==> src/design/cbf_pkg.sv <==
// Shared types and constants of the cassette block framer.
`default_nettype none

package cbf_pkg;

    localparam int NAME_FIELD    = 11;
    localparam int NAME_LEN_DEF  = 11;
    localparam int BLOCK_MAX_DEF = 254;
    localparam int CMDQ_DEPTH    = 2;
    localparam int SYNC_ONES     = 16;

    localparam logic [1:0] OP_NAME  = 2'd0;
    localparam logic [1:0] OP_BLOCK = 2'd1;
    localparam logic [1:0] OP_DATA  = 2'd2;
    localparam logic [1:0] OP_END   = 2'd3;

    localparam logic [7:0] SYNC_ONE     = 8'h01;
    localparam logic [7:0] SYNC_A       = 8'h3C;
    localparam logic [7:0] SYNC_B       = 8'h5A;
    localparam logic [7:0] PAD_CHAR     = 8'h20;
    localparam logic [7:0] HDR_TYPE     = 8'h00;
    localparam logic [7:0] HDR_LEN      = 8'h10;
    localparam logic [7:0] TAIL_A       = 8'h02;
    localparam logic [7:0] TAIL_ZERO    = 8'h00;
    localparam logic [7:0] BLK_TYPE     = 8'h01;
    localparam logic [7:0] FOOT_TYPE    = 8'hFF;
    localparam logic [7:0] NAME_SUM_RST = 8'(NAME_FIELD * 32);

    typedef logic [NAME_FIELD-1:0][7:0] t_name;

    typedef enum logic [1:0] {
        KIND_BLOCK,
        KIND_DATA,
        KIND_FOOT
    } t_kind;

    typedef struct packed {
        t_kind      kind;
        logic       hdr;
        logic       sum_flag;
        logic [7:0] value;
        logic [7:0] chk;
        t_name      name;
    } t_cmd;

endpackage

`default_nettype wire

==> src/design/cbf_front.sv <==
// Front end: accepts items, checks order, keeps file state and issues commands.
`default_nettype none

module cbf_front #(
    parameter int NAME_LEN  = cbf_pkg::NAME_LEN_DEF,
    parameter int BLOCK_MAX = cbf_pkg::BLOCK_MAX_DEF
) (
    input  wire logic          i_clk,
    input  wire logic          i_rst_n,
    input  wire logic          i_push,
    input  wire logic          i_q_full,
    input  wire logic [1:0]    i_opcode,
    input  wire logic [7:0]    i_value,
    output logic               o_full,
    output logic               o_cmd_push,
    output cbf_pkg::t_cmd      o_cmd
);
    import cbf_pkg::*;

    t_name      r_name, n_name;
    logic [3:0] r_name_cnt, n_name_cnt;
    logic [7:0] r_name_sum, n_name_sum;
    logic       r_hdr_sent, n_hdr_sent;
    logic [7:0] r_left, n_left;
    logic [7:0] r_bsum, n_bsum;
    logic       accept;
    logic [7:0] hdr_chk;
    logic [7:0] data_sum;

    assign o_full   = i_q_full;
    assign accept   = i_push && !i_q_full;
    assign hdr_chk  = 8'h00 - (r_name_sum + TAIL_A);
    assign data_sum = r_bsum + i_value;

    always_comb begin
        n_name         = r_name;
        n_name_cnt     = r_name_cnt;
        n_name_sum     = r_name_sum;
        n_hdr_sent     = r_hdr_sent;
        n_left         = r_left;
        n_bsum         = r_bsum;
        o_cmd_push     = 1'b0;
        o_cmd.kind     = KIND_DATA;
        o_cmd.hdr      = !r_hdr_sent;
        o_cmd.sum_flag = 1'b0;
        o_cmd.value    = i_value;
        o_cmd.chk      = hdr_chk;
        o_cmd.name     = r_name;
        if (accept) begin
            case (i_opcode)
                OP_NAME: begin
                    if (!r_hdr_sent && (r_name_cnt < 4'(NAME_LEN))) begin
                        n_name[r_name_cnt] = i_value;
                        n_name_cnt         = r_name_cnt + 4'd1;
                        n_name_sum         = r_name_sum + i_value - PAD_CHAR;
                    end
                end
                OP_BLOCK: begin
                    if ((r_left == 8'd0) && (i_value != 8'd0)
                        && (i_value <= 8'(BLOCK_MAX))) begin
                        o_cmd_push  = 1'b1;
                        o_cmd.kind  = KIND_BLOCK;
                        o_cmd.value = i_value + 8'd2;
                        n_hdr_sent  = 1'b1;
                        n_left      = i_value;
                        n_bsum      = 8'd0;
                    end
                end
                OP_DATA: begin
                    if (r_left != 8'd0) begin
                        o_cmd_push     = 1'b1;
                        o_cmd.kind     = KIND_DATA;
                        o_cmd.hdr      = 1'b0;
                        o_cmd.sum_flag = (r_left == 8'd1);
                        o_cmd.chk      = 8'h00 - data_sum;
                        n_left         = r_left - 8'd1;
                        n_bsum         = (r_left == 8'd1) ? 8'd0 : data_sum;
                    end
                end
                OP_END: begin
                    if (r_left == 8'd0) begin
                        o_cmd_push = 1'b1;
                        o_cmd.kind = KIND_FOOT;
                        n_name     = {NAME_FIELD{PAD_CHAR}};
                        n_name_cnt = 4'd0;
                        n_name_sum = NAME_SUM_RST;
                        n_hdr_sent = 1'b0;
                        n_left     = 8'd0;
                        n_bsum     = 8'd0;
                    end
                end
                default: begin
                    o_cmd_push = 1'b0;
                end
            endcase
        end
    end

    always_ff @(posedge i_clk) begin
        if (!i_rst_n) begin
            r_name     <= {NAME_FIELD{PAD_CHAR}};
            r_name_cnt <= 4'd0;
            r_name_sum <= NAME_SUM_RST;
            r_hdr_sent <= 1'b0;
            r_left     <= 8'd0;
            r_bsum     <= 8'd0;
        end else begin
            r_name     <= n_name;
            r_name_cnt <= n_name_cnt;
            r_name_sum <= n_name_sum;
            r_hdr_sent <= n_hdr_sent;
            r_left     <= n_left;
            r_bsum     <= n_bsum;
        end
    end

endmodule

`default_nettype wire

==> src/design/cbf_cmdq.sv <==
// Command queue between the front end and the byte sequencer.
`default_nettype none

module cbf_cmdq #(
    parameter int DEPTH = cbf_pkg::CMDQ_DEPTH
) (
    input  wire logic           i_clk,
    input  wire logic           i_rst_n,
    input  wire logic           i_push,
    input  cbf_pkg::t_cmd       i_cmd,
    output logic                o_full,
    input  wire logic           i_pop,
    output logic                o_empty,
    output cbf_pkg::t_cmd       o_cmd
);
    import cbf_pkg::*;

    localparam int AW = (DEPTH > 1) ? $clog2(DEPTH) : 1;
    localparam int CW = $clog2(DEPTH + 1);

    t_cmd          r_mem [DEPTH];
    logic [AW-1:0] r_wp, r_rp;
    logic [CW-1:0] r_cnt;
    logic          do_push, do_pop;

    assign o_full  = (r_cnt == CW'(DEPTH));
    assign o_empty = (r_cnt == '0);
    assign o_cmd   = r_mem[r_rp];
    assign do_push = i_push && !o_full;
    assign do_pop  = i_pop && !o_empty;

    always_ff @(posedge i_clk) begin
        if (do_push) begin
            r_mem[r_wp] <= i_cmd;
        end
    end

    always_ff @(posedge i_clk) begin
        if (!i_rst_n) begin
            r_wp  <= '0;
            r_rp  <= '0;
            r_cnt <= '0;
        end else begin
            if (do_push) begin
                r_wp <= (r_wp == AW'(DEPTH - 1)) ? '0 : r_wp + AW'(1);
            end
            if (do_pop) begin
                r_rp <= (r_rp == AW'(DEPTH - 1)) ? '0 : r_rp + AW'(1);
            end
            r_cnt <= r_cnt + CW'(do_push) - CW'(do_pop);
        end
    end

endmodule

`default_nettype wire

==> src/design/cbf_back.sv <==
// Byte sequencer: expands commands into tape bytes behind an output register.
`default_nettype none

module cbf_back (
    input  wire logic          i_clk,
    input  wire logic          i_rst_n,
    input  wire logic          i_q_empty,
    input  cbf_pkg::t_cmd      i_q_cmd,
    output logic               o_q_pop,
    input  wire logic          i_pop,
    output logic               o_empty,
    output logic [7:0]         o_byte,
    output logic               o_last
);
    import cbf_pkg::*;

    typedef enum logic [2:0] {
        ST_IDLE,
        ST_HSYNC,
        ST_HDR,
        ST_SYNC,
        ST_BLK,
        ST_FOOT,
        ST_DATA,
        ST_SUM
    } t_state;

    localparam logic [4:0] SYNC_END = 5'(SYNC_ONES + 1);
    localparam logic [4:0] HDR_END  = 5'd16;

    t_state     r_state, n_state;
    logic [4:0] r_cnt, n_cnt;
    t_cmd       r_cmd, n_cmd;
    logic       r_out_valid, n_out_valid;
    logic [7:0] r_out_byte, n_out_byte;
    logic       r_out_last, n_out_last;
    logic       advance;
    logic       seg_end;
    logic       cur_last;
    logic [7:0] cur_byte;
    logic [3:0] nidx;

    assign o_empty = !r_out_valid;
    assign o_byte  = r_out_byte;
    assign o_last  = r_out_last;
    assign o_q_pop = (r_state == ST_IDLE) && !i_q_empty;
    assign advance = (r_state != ST_IDLE) && (!r_out_valid || i_pop);
    assign nidx    = r_cnt[3:0] - 4'd2;

    always_comb begin
        cur_byte = 8'h00;
        cur_last = 1'b0;
        seg_end  = 1'b0;
        case (r_state)
            ST_HSYNC, ST_SYNC: begin
                if (r_cnt < 5'(SYNC_ONES)) begin
                    cur_byte = SYNC_ONE;
                end else if (r_cnt == 5'(SYNC_ONES)) begin
                    cur_byte = SYNC_A;
                end else begin
                    cur_byte = SYNC_B;
                end
                seg_end = (r_cnt == SYNC_END);
            end
            ST_HDR: begin
                if (r_cnt == 5'd0) begin
                    cur_byte = HDR_TYPE;
                end else if (r_cnt == 5'd1) begin
                    cur_byte = HDR_LEN;
                end else if (r_cnt inside {[5'd2:5'd12]}) begin
                    cur_byte = r_cmd.name[nidx];
                end else if (r_cnt == 5'd13) begin
                    cur_byte = TAIL_A;
                end else if (r_cnt == HDR_END) begin
                    cur_byte = r_cmd.chk;
                end else begin
                    cur_byte = TAIL_ZERO;
                end
                seg_end = (r_cnt == HDR_END);
            end
            ST_BLK: begin
                cur_byte = (r_cnt == 5'd0) ? BLK_TYPE : r_cmd.value;
                seg_end  = (r_cnt == 5'd1);
                cur_last = seg_end;
            end
            ST_FOOT: begin
                if (r_cnt == 5'd0) begin
                    cur_byte = FOOT_TYPE;
                end else if (r_cnt == 5'd1) begin
                    cur_byte = TAIL_A;
                end else begin
                    cur_byte = TAIL_ZERO;
                end
                seg_end  = (r_cnt == 5'd2);
                cur_last = seg_end;
            end
            ST_DATA: begin
                cur_byte = r_cmd.value;
                seg_end  = 1'b1;
                cur_last = !r_cmd.sum_flag;
            end
            ST_SUM: begin
                cur_byte = r_cmd.chk;
                seg_end  = 1'b1;
                cur_last = 1'b1;
            end
            default: begin
                cur_byte = 8'h00;
            end
        endcase
    end

    always_comb begin
        n_state     = r_state;
        n_cnt       = r_cnt;
        n_cmd       = r_cmd;
        n_out_valid = r_out_valid;
        n_out_byte  = r_out_byte;
        n_out_last  = r_out_last;
        if (r_out_valid && i_pop) begin
            n_out_valid = 1'b0;
        end
        if (o_q_pop) begin
            n_cmd = i_q_cmd;
            n_cnt = 5'd0;
            if (i_q_cmd.kind == KIND_DATA) begin
                n_state = ST_DATA;
            end else if (i_q_cmd.hdr) begin
                n_state = ST_HSYNC;
            end else begin
                n_state = ST_SYNC;
            end
        end
        if (advance) begin
            n_out_valid = 1'b1;
            n_out_byte  = cur_byte;
            n_out_last  = cur_last;
            if (seg_end) begin
                n_cnt = 5'd0;
                case (r_state)
                    ST_HSYNC: n_state = ST_HDR;
                    ST_HDR:   n_state = ST_SYNC;
                    ST_SYNC:  n_state = (r_cmd.kind == KIND_FOOT) ? ST_FOOT : ST_BLK;
                    ST_DATA:  n_state = r_cmd.sum_flag ? ST_SUM : ST_IDLE;
                    default:  n_state = ST_IDLE;
                endcase
            end else begin
                n_cnt = r_cnt + 5'd1;
            end
        end
    end

    always_ff @(posedge i_clk) begin
        if (!i_rst_n) begin
            r_state     <= ST_IDLE;
            r_cnt       <= 5'd0;
            r_out_valid <= 1'b0;
        end else begin
            r_state     <= n_state;
            r_cnt       <= n_cnt;
            r_out_valid <= n_out_valid;
        end
        r_cmd      <= n_cmd;
        r_out_byte <= n_out_byte;
        r_out_last <= n_out_last;
    end

`ifndef SYNTHESIS
    a_cnt_range: assert property (@(posedge i_clk) disable iff (!i_rst_n)
        (r_state != ST_IDLE) |-> (r_cnt <= SYNC_END))
        else $error("sequencer count out of range");

    a_load_idle: assert property (@(posedge i_clk) disable iff (!i_rst_n)
        o_q_pop |=> (r_state != ST_IDLE) && (r_cnt == 5'd0))
        else $error("command load did not start a sequence");

    a_no_overwrite: assert property (@(posedge i_clk) disable iff (!i_rst_n)
        (advance && r_out_valid) |-> i_pop)
        else $error("output register overwritten while held");

    a_last_idle: assert property (@(posedge i_clk) disable iff (!i_rst_n)
        (advance && cur_last) |=> (r_state == ST_IDLE))
        else $error("last byte emitted but sequencer still busy");
`endif

endmodule

`default_nettype wire

==> src/design/cassette_block_framer.sv <==
// Top level of the cassette block framer: front end, command queue, byte sequencer.
//
// Input channel: i_opcode/i_value are taken on a rising edge with push high and
// full low. Name characters are stored; block starts, data bytes and end of file
// become commands in a two-entry queue. Out-of-order items are taken and dropped.
// Result channel: o_out_byte/o_run_last show the oldest byte while empty is low;
// pop takes it. o_run_last marks the last byte caused by one input transaction.
// Throughput: one byte per cycle from the sequencer while each byte is popped; it
// emits no byte while it loads a command. The last data byte of a block is followed
// by the checksum. A block start emits sync bytes and the block header, end of file
// sync bytes and the footer; the file header goes first on the first command of a file.
// A stalled result holds in the output register; the sequencer then stops, the
// queue fills and full rises.
// Reset (synchronous, active low) clears the name to spaces, the header flag,
// block counters, the queue and the output register.
`default_nettype none

module cassette_block_framer #(
    parameter int NAME_LEN  = cbf_pkg::NAME_LEN_DEF,
    parameter int BLOCK_MAX = cbf_pkg::BLOCK_MAX_DEF
) (
    input  wire logic       i_clk,
    input  wire logic       i_rst_n,
    input  wire logic       push,
    output logic            full,
    input  wire logic [1:0] i_opcode,
    input  wire logic [7:0] i_value,
    output logic            empty,
    input  wire logic       pop,
    output logic [7:0]      o_out_byte,
    output logic            o_run_last
);
    import cbf_pkg::*;

    logic q_full;
    logic q_empty;
    logic q_push;
    logic q_pop;
    t_cmd f_cmd;
    t_cmd q_cmd;

    cbf_front #(
        .NAME_LEN  (NAME_LEN),
        .BLOCK_MAX (BLOCK_MAX)
    ) u_front (
        .i_clk      (i_clk),
        .i_rst_n    (i_rst_n),
        .i_push     (push),
        .i_q_full   (q_full),
        .i_opcode   (i_opcode),
        .i_value    (i_value),
        .o_full     (full),
        .o_cmd_push (q_push),
        .o_cmd      (f_cmd)
    );

    cbf_cmdq #(
        .DEPTH (CMDQ_DEPTH)
    ) u_cmdq (
        .i_clk   (i_clk),
        .i_rst_n (i_rst_n),
        .i_push  (q_push),
        .i_cmd   (f_cmd),
        .o_full  (q_full),
        .i_pop   (q_pop),
        .o_empty (q_empty),
        .o_cmd   (q_cmd)
    );

    cbf_back u_back (
        .i_clk     (i_clk),
        .i_rst_n   (i_rst_n),
        .i_q_empty (q_empty),
        .i_q_cmd   (q_cmd),
        .o_q_pop   (q_pop),
        .i_pop     (pop),
        .o_empty   (empty),
        .o_byte    (o_out_byte),
        .o_last    (o_run_last)
    );

endmodule

`default_nettype wire
==> config.mk <==
export PLATFORM = sky130hd
export DESIGN_NAME = cassette_block_framer
export DESIGN_NICKNAME = d
export VERILOG_FILES = /design/src/design/cbf_pkg.sv /design/src/design/cbf_front.sv /design/src/design/cbf_cmdq.sv /design/src/design/cbf_back.sv /design/src/design/cassette_block_framer.sv
export SDC_FILE = /design/constraint.sdc
export NUM_CORES = 1
export LEC_CHECK = 0
export BUFFER_PORTS_ARGS = -buffer_cell sky130_fd_sc_hd__buf_2
export CORE_MARGIN = 2
export CORE_UTILIZATION = 35
export CTS_CLUSTER_SIZE = 28
export DETAILED_ROUTE_END_ITERATION = 8
export SLEW_MARGIN = 15
export SYNTH_ARGS = -nofsm -noshare
export SYNTH_HDL_FRONTEND = slang
export SYNTH_SLANG_ARGS = --single-unit
==> constraint.sdc <==
create_clock -name i_clk -period 5.8 [get_ports i_clk]
set_input_delay 0.29 -clock i_clk [delete_from_list [all_inputs] [get_ports i_clk]]
set_output_delay 0.29 -clock i_clk [all_outputs]
set_load 0.02 [all_outputs]
==> results of run 1 <==
area by class of cell:
cell class                      instances  area (um2)
Sequential cell                       463       12600
Timing Repair Buffer                   36         235
Clock buffer                           66        1310
Fill cell                            5005       32300
Multi-Input combinational cell        782        5850
Tap cell                              696         871
Clock inverter                         24         268
Inverter                               43         166
per-layer routing:
| layer | up-vias | wire length (um) |
|---|---|---|
| met2 | 233 | 19300 |
| met1 | 5324 | 18100 |
| met3 | 75 | 1720 |
| met4 | 0 | 1130 |
| li1 | 5147 | - |
| met5 | - | 0 |
power breakdown:
part	internal [mW]	leakage, nW	switching (mW)
registers	4.38	4.12	0.340
logic	0.843	2.35	1.33
clock network	1.77	0.755	1.27
worst max-delay path: stages (launching register included):
cell      delay [ns]
dfxtp_1         0.37
nor4_4          0.35
nand3_2         0.21
mux2i_1         0.29
o21bai_4        0.23
inv_4           0.24
and2_4          0.77
buf_4           0.70
placed cells by master (no fill, tap or decap), types with 9 or more instances in the layout:
master / n
xor2_1: 12
and2_1: 10
o22ai_1: 9
nand3_1: 105
a21oi_1: 56
o21ai_1: 63
xnor2_1: 19
o21ai_0: 34
ha_1: 39
nor3_1: 13
buf_2: 24
clkbuf_16: 49
nor2b_1: 9
mux4_2: 16
dfxtp_1: 128
a22oi_1: 11
nand2_1: 61
clkbuf_1: 15
mux2i_1: 23
edfxtp_1: 332
inv_1: 41
buf_4: 10
nor2_1: 62
mux2_2: 111
nand2b_1: 10
worst min path at each step:
stage	from	end	slack [ns]	depth (start not counted)
floorplan	i_value[0]	u_cmdq.r_mem[0][96]	0.39	0
global placement	u_front.o_cmd[4]	u_cmdq.r_mem[1][4]	0.43	0
detailed placement	u_front.o_cmd[2]	u_cmdq.r_mem[1][2]	0.44	0
CTS	i_value[0]	u_cmdq.r_mem[1][96]	0.04	1
global route	i_value[0]	u_cmdq.r_mem[1][96]	0.05	1
finish	i_value[0]	u_cmdq.r_mem[0][96]	0.08	1
kinds of logic (layout without fill, tap and decap cells):
logic type	after synthesis	in the layout
mux	150	150
compound gates	234	234
simple gates	326	326
buf+inv	116	169
fa+ha+maj	41	41
xor+xnor	31	31
flops	463	463
sequential cells by signal, summed over array words and instances (netlist names), 5 cells and up, named ones only:
name and cells:
u_back.o_byte 8, u_back.r_cmd 107, u_back.r_cnt 5, u_cmdq.r_mem 216, u_front.o_cmd 88, u_front.r_bsum 8
u_front.r_left 8, u_front.r_name_sum 8
per-stage QoR:
step	hold slack (ns)	utilization	power (mW)	instance area [um2]	std cells
after floorplan	0.389	-	6.29	18900	1361
after global placement	0.429	0.368	6.95	19700	2019
after detailed placement	0.436	0.368	7.00	19700	2020
after CTS	0.0449	0.397	10.1	21300	2110
after global routing	0.0537	0.397	10.4	21300	2110
final	0.0824	0.397	9.93	21300	2110
==> out/metrics.yaml, run 1 <==
status: "finished clean"
die-height_um: 237
cp_max_fo: 62
leakage_nw: 7.23
hold_path.class: "in -> reg"
synth_top_family_by_area: "multiplexers"
rr_worst_depth: 7
met2_usage: 0.241
worstSkewPairLatency_ns: 0.59
critPathKind: "reg -> reg"
grt_pass1_wl_um: 63100
syn-instance-count: 1361
vdd_drop_max_mv: 0.241
synthTopCellsByArea: "edfxtp_1 53%, dfxtp_1 14%, mux2_2 6.6%"
grt_pass1_vias: 10800
yosysMostFrequentCell: "edfxtp_1"
cts-root-buf: "clkbuf_16"
maxCapViolCount: 0
final.setup.tns_ns: 0
grt_most_used_layer: "met2"
synth_area_per_cell_um2: 13.9
synth_mux_area_frac: 0.0972
startpoint_type: "flip-flop"
grt_util_met3: 0.0262
cts_max_path_buffers: 3
power_density_nw_per_um2: 466
htreeDepth: 2
synth_top_area_share: 0.527
cts_hold_buf: 0
synth_compound_area_frac: 0.0747
io_buffers: 24
skew_ns: 0.0240
synthesis.area_um2: 18900
layout.nets: 1429
cts_tree: "yes"
synth_edf_count: 332
worst_pin_slew_ns: 1.17
cts.sinks: 463
final_layout_size_suffix_gt1_frac: 0.190
rsz0062_at_grt: "no"
synthesis.nets: 1416
rrSetupSlack_ns: 2.14
crit_path_end_kind: "flip-flop"
startpoint: "u_front.r_left[2]"
final_max_slew_viol_count: 0
r2r_start: "u_front.r_left[2]"
diodes: 0
post_drt_wl_per_cell_um: 19.0
synthAdderAreaFrac: 0.0279
max_freq_mhz: 273
synth_ff_type: "edfxtp_1"
use_met1: 0.192
cts_resized: 0
synth.cells.most_frequent: "332 x edfxtp_1, 131 x dfxtp_1, 111 x mux2_2, 105 x nand3_1, 64 x nor2_1"
core_um2: 53600
grt.total_usage: 0.145
drtIter0Drc: 711
num_vias: 10800
drc: 0
r2r_end: "u_cmdq.r_mem[1][47]"
post-route-period-util: 0.631
cp.required_ns: 6.00
wirelength_um: 40200
dieArea_um2: 56000
area_growth_pct: 12.5
synth-simple-area-share: 0.0942
yosysWarnings: 0
antenna_found_initial: 0
std_cell_rows: 85
finalSetupViolCount: 0
grt_start_max_net_pins: 110
slew-limit-headroom: 0.220
postRouteAntennaNets: 0
crit_end: "u_cmdq.r_mem[1][47]"
avgViaCountPerCell: 5.11
ys_ff_latch: 463
first_pass_iters: 5
arrival_ns: 3.86
io_pins: 25
yosys.area.top_type: "edfxtp_1"
routabilityCongestion: 0.851
fin_crit_ns: 3.66
synthArstFlopShare: 0
hold_viol: 0
synth_xor_area_frac: 0.0143
die_w_um: 237
initial_core_util: 0.353
pre_cts_slack_ns: 2.09
cts_made_buffers: 48
dp_hpwl_um: 25000
synth.distinct_cells: 79
cts_setup_buffers: 0
seq_area_frac_synth: 0.665
path_clk_slew_ns: 0.06
setup_ws_ns: 2.14
globalRouteOverflowTotal: 0
Power figures use the tool's default switching activity.
==> run 2, diff against run 1 <==
==> constraint.sdc (replaced) <==
create_clock -name i_clk -period 3.4 [get_ports i_clk]
set_input_delay 0.17 -clock i_clk [delete_from_list [all_inputs] [get_ports i_clk]]
set_output_delay 0.17 -clock i_clk [all_outputs]
set_load 0.02 [all_outputs]
==> out/metrics.yaml, run 2 (synthesized netlist as in run 1, its figures left out) <==
grt.total_usage: 0.145
regArea_um2: 12600
cts_max_path_buffers: 3
maxCapViolCount: 0
rrSetupSlack_ns: 0.61
r2r_end: "u_cmdq.r_mem[1][41]"
final_cells: 2123
final_cell_mix: "332 x edfxtp_1, 128 x dfxtp_1, 111 x mux2_2, 105 x nand3_1, 63 x o21ai_1"
std_cell_rows: 85
largest_reg_flops: 216
drc: 0
place_inst: 2034
arrival_ns: 3.05
avgViaCountPerCell: 5.15
htreeDepth: 2
cp_max_fo: 42
grt_start_max_net_pins: 109
hold_viol: 0
antenna_found_initial: 0
startpoint_type: "flip-flop"
pre_cts_slack_ns: 0.638
status: "finished clean"
dp_hpwl_um: 25600
setup_ws_ns: 0.605
dieArea_um2: 56000
slew-limit-headroom: 0.351
worst_pin_slew_ns: 0.969
finalSetupViolCount: 0
power_density_nw_per_um2: 792
startpoint: "u_front.r_left[7]"
hold_path.class: "in -> reg"
diodes: 0
cts.sinks: 463
core_um2: 53600
critPathKind: "reg -> reg"
cp.required_ns: 3.65
leakage_nw: 7.32
postRouteAntennaNets: 0
path_clk_slew_ns: 0.06
wirelength_um: 40500
vdd_drop_max_mv: 0.353
routabilityCongestion: 0.839
cts_tree: "yes"
rsz0062_at_grt: "no"
crit_end: "u_cmdq.r_mem[1][41]"
skew_ns: 0.0197
final_common_cell: "edfxtp_1"
post-route-period-util: 0.822
top_register: "u_cmdq.r_mem"
grt_pass1_wl_um: 62900
cts-root-buf: "clkbuf_16"
n_fill_cell: 4947
first_pass_iters: 5
final.setup.tns_ns: 0
cts_made_buffers: 47
final_max_slew_viol_count: 0
final_layout_size_suffix_gt1_frac: 0.200
fin_util: 0.401
grt_pass1_vias: 10800
rr_worst_depth: 7
io_pins: 25
layout.nets: 1444
holdWs_ns: 0.0688
r2r_start: "u_front.r_left[7]"
initial_core_util: 0.353
max_freq_mhz: 358
fin_crit_ns: 2.79
num_vias: 10900
die_w_um: 237
worstSkewPairLatency_ns: 0.58
post_drt_wl_per_cell_um: 19.1
area_growth_pct: 13.4
crit_path_end_kind: "flip-flop"
drtIter0Drc: 770
globalRouteOverflowTotal: 0
multi_input_area_um2: 5870
die-height_um: 237
io_buffers: 24
-- run 2: changes by cell type in the layout (fill, tap and decap cells not counted), moves of 2 or more --
cell / before / now
clkbuf_8: 2 / 8
clkinv_1: 5 / 1
dlygate4sd3_1: 0 / 2
buf_12: 2 / 7
inv_6: 1 / 4
clkinvlp_4: 4 / 1
buf_4: 10 / 19
clkbuf_16: 49 / 47
-- run 2: worst min-delay path by stage --
| stage | startpoint | to | slack [ns] | cells past startpoint |
|---|---|---|---|---|
| 4_1_cts | i_rst_n | u_front.r_left[7] | 0.04 | 2 |
| 3_5_place_dp | u_front.o_cmd[32] | u_cmdq.r_mem[1][32] | 0.43 | 0 |
| 3_3_place_gp | u_front.o_cmd[12] | u_cmdq.r_mem[1][12] | 0.43 | 0 |
| 2_1_floorplan | i_value[0] | u_cmdq.r_mem[0][96] | 0.27 | 0 |
| 5_1_grt | i_rst_n | u_front.r_left[7] | 0.06 | 2 |
| 6_report | i_value[5] | u_cmdq.r_mem[0][101] | 0.07 | 2 |
-- run 2: worst max-delay path: stages, from the launching register on --
cell and delay (ns):
dfxtp_1 0.36, nor4_4 0.40, nand3_2 0.21, mux2i_1 0.31, o21bai_4 0.24, inv_4 0.24, and2_4 0.38, buf_12 0.30
-- run 2: final cells by class --
type / instances / share of cell area
Clock inverter: 16 / 0.00903
Clock buffer: 71 / 0.0629
Multi-Input combinational cell: 782 / 0.273
Tap cell: 696 / 0.0406
Inverter: 43 / 0.00781
Timing Repair Buffer: 52 / 0.0197
Sequential cell: 463 / 0.587
-- run 2: routing by layer --
metal	wire, um	global-route usage
met1	18200	0.190
met2	19100	0.238
met3	1970	0.0307
met4	1250	0.0526
met5	0	0
-- run 2: repair_timing --
action,CTS,global route
endpoints found under the hold margin,3,0
resized for setup,0,0
hold buffers,2,0
setup buffers,0,0
-- run 2: report_power, final --
group / internal, mW / switching, mW
sequential: 7.46 / 0.424
clock: 3.05 / 2.10
combinational: 1.53 / 2.44
-- run 2: through the flow --
| stage | total power, mW | area (um2) |
|---|---|---|
| after floorplan | 10.7 | 19000 |
| after global placement | 11.9 | 19900 |
| after CTS | 17.2 | 21500 |
| final | 17.0 | 21500 |
| after global routing | 17.8 | 21500 |
| after detailed placement | 12.0 | 19900 |
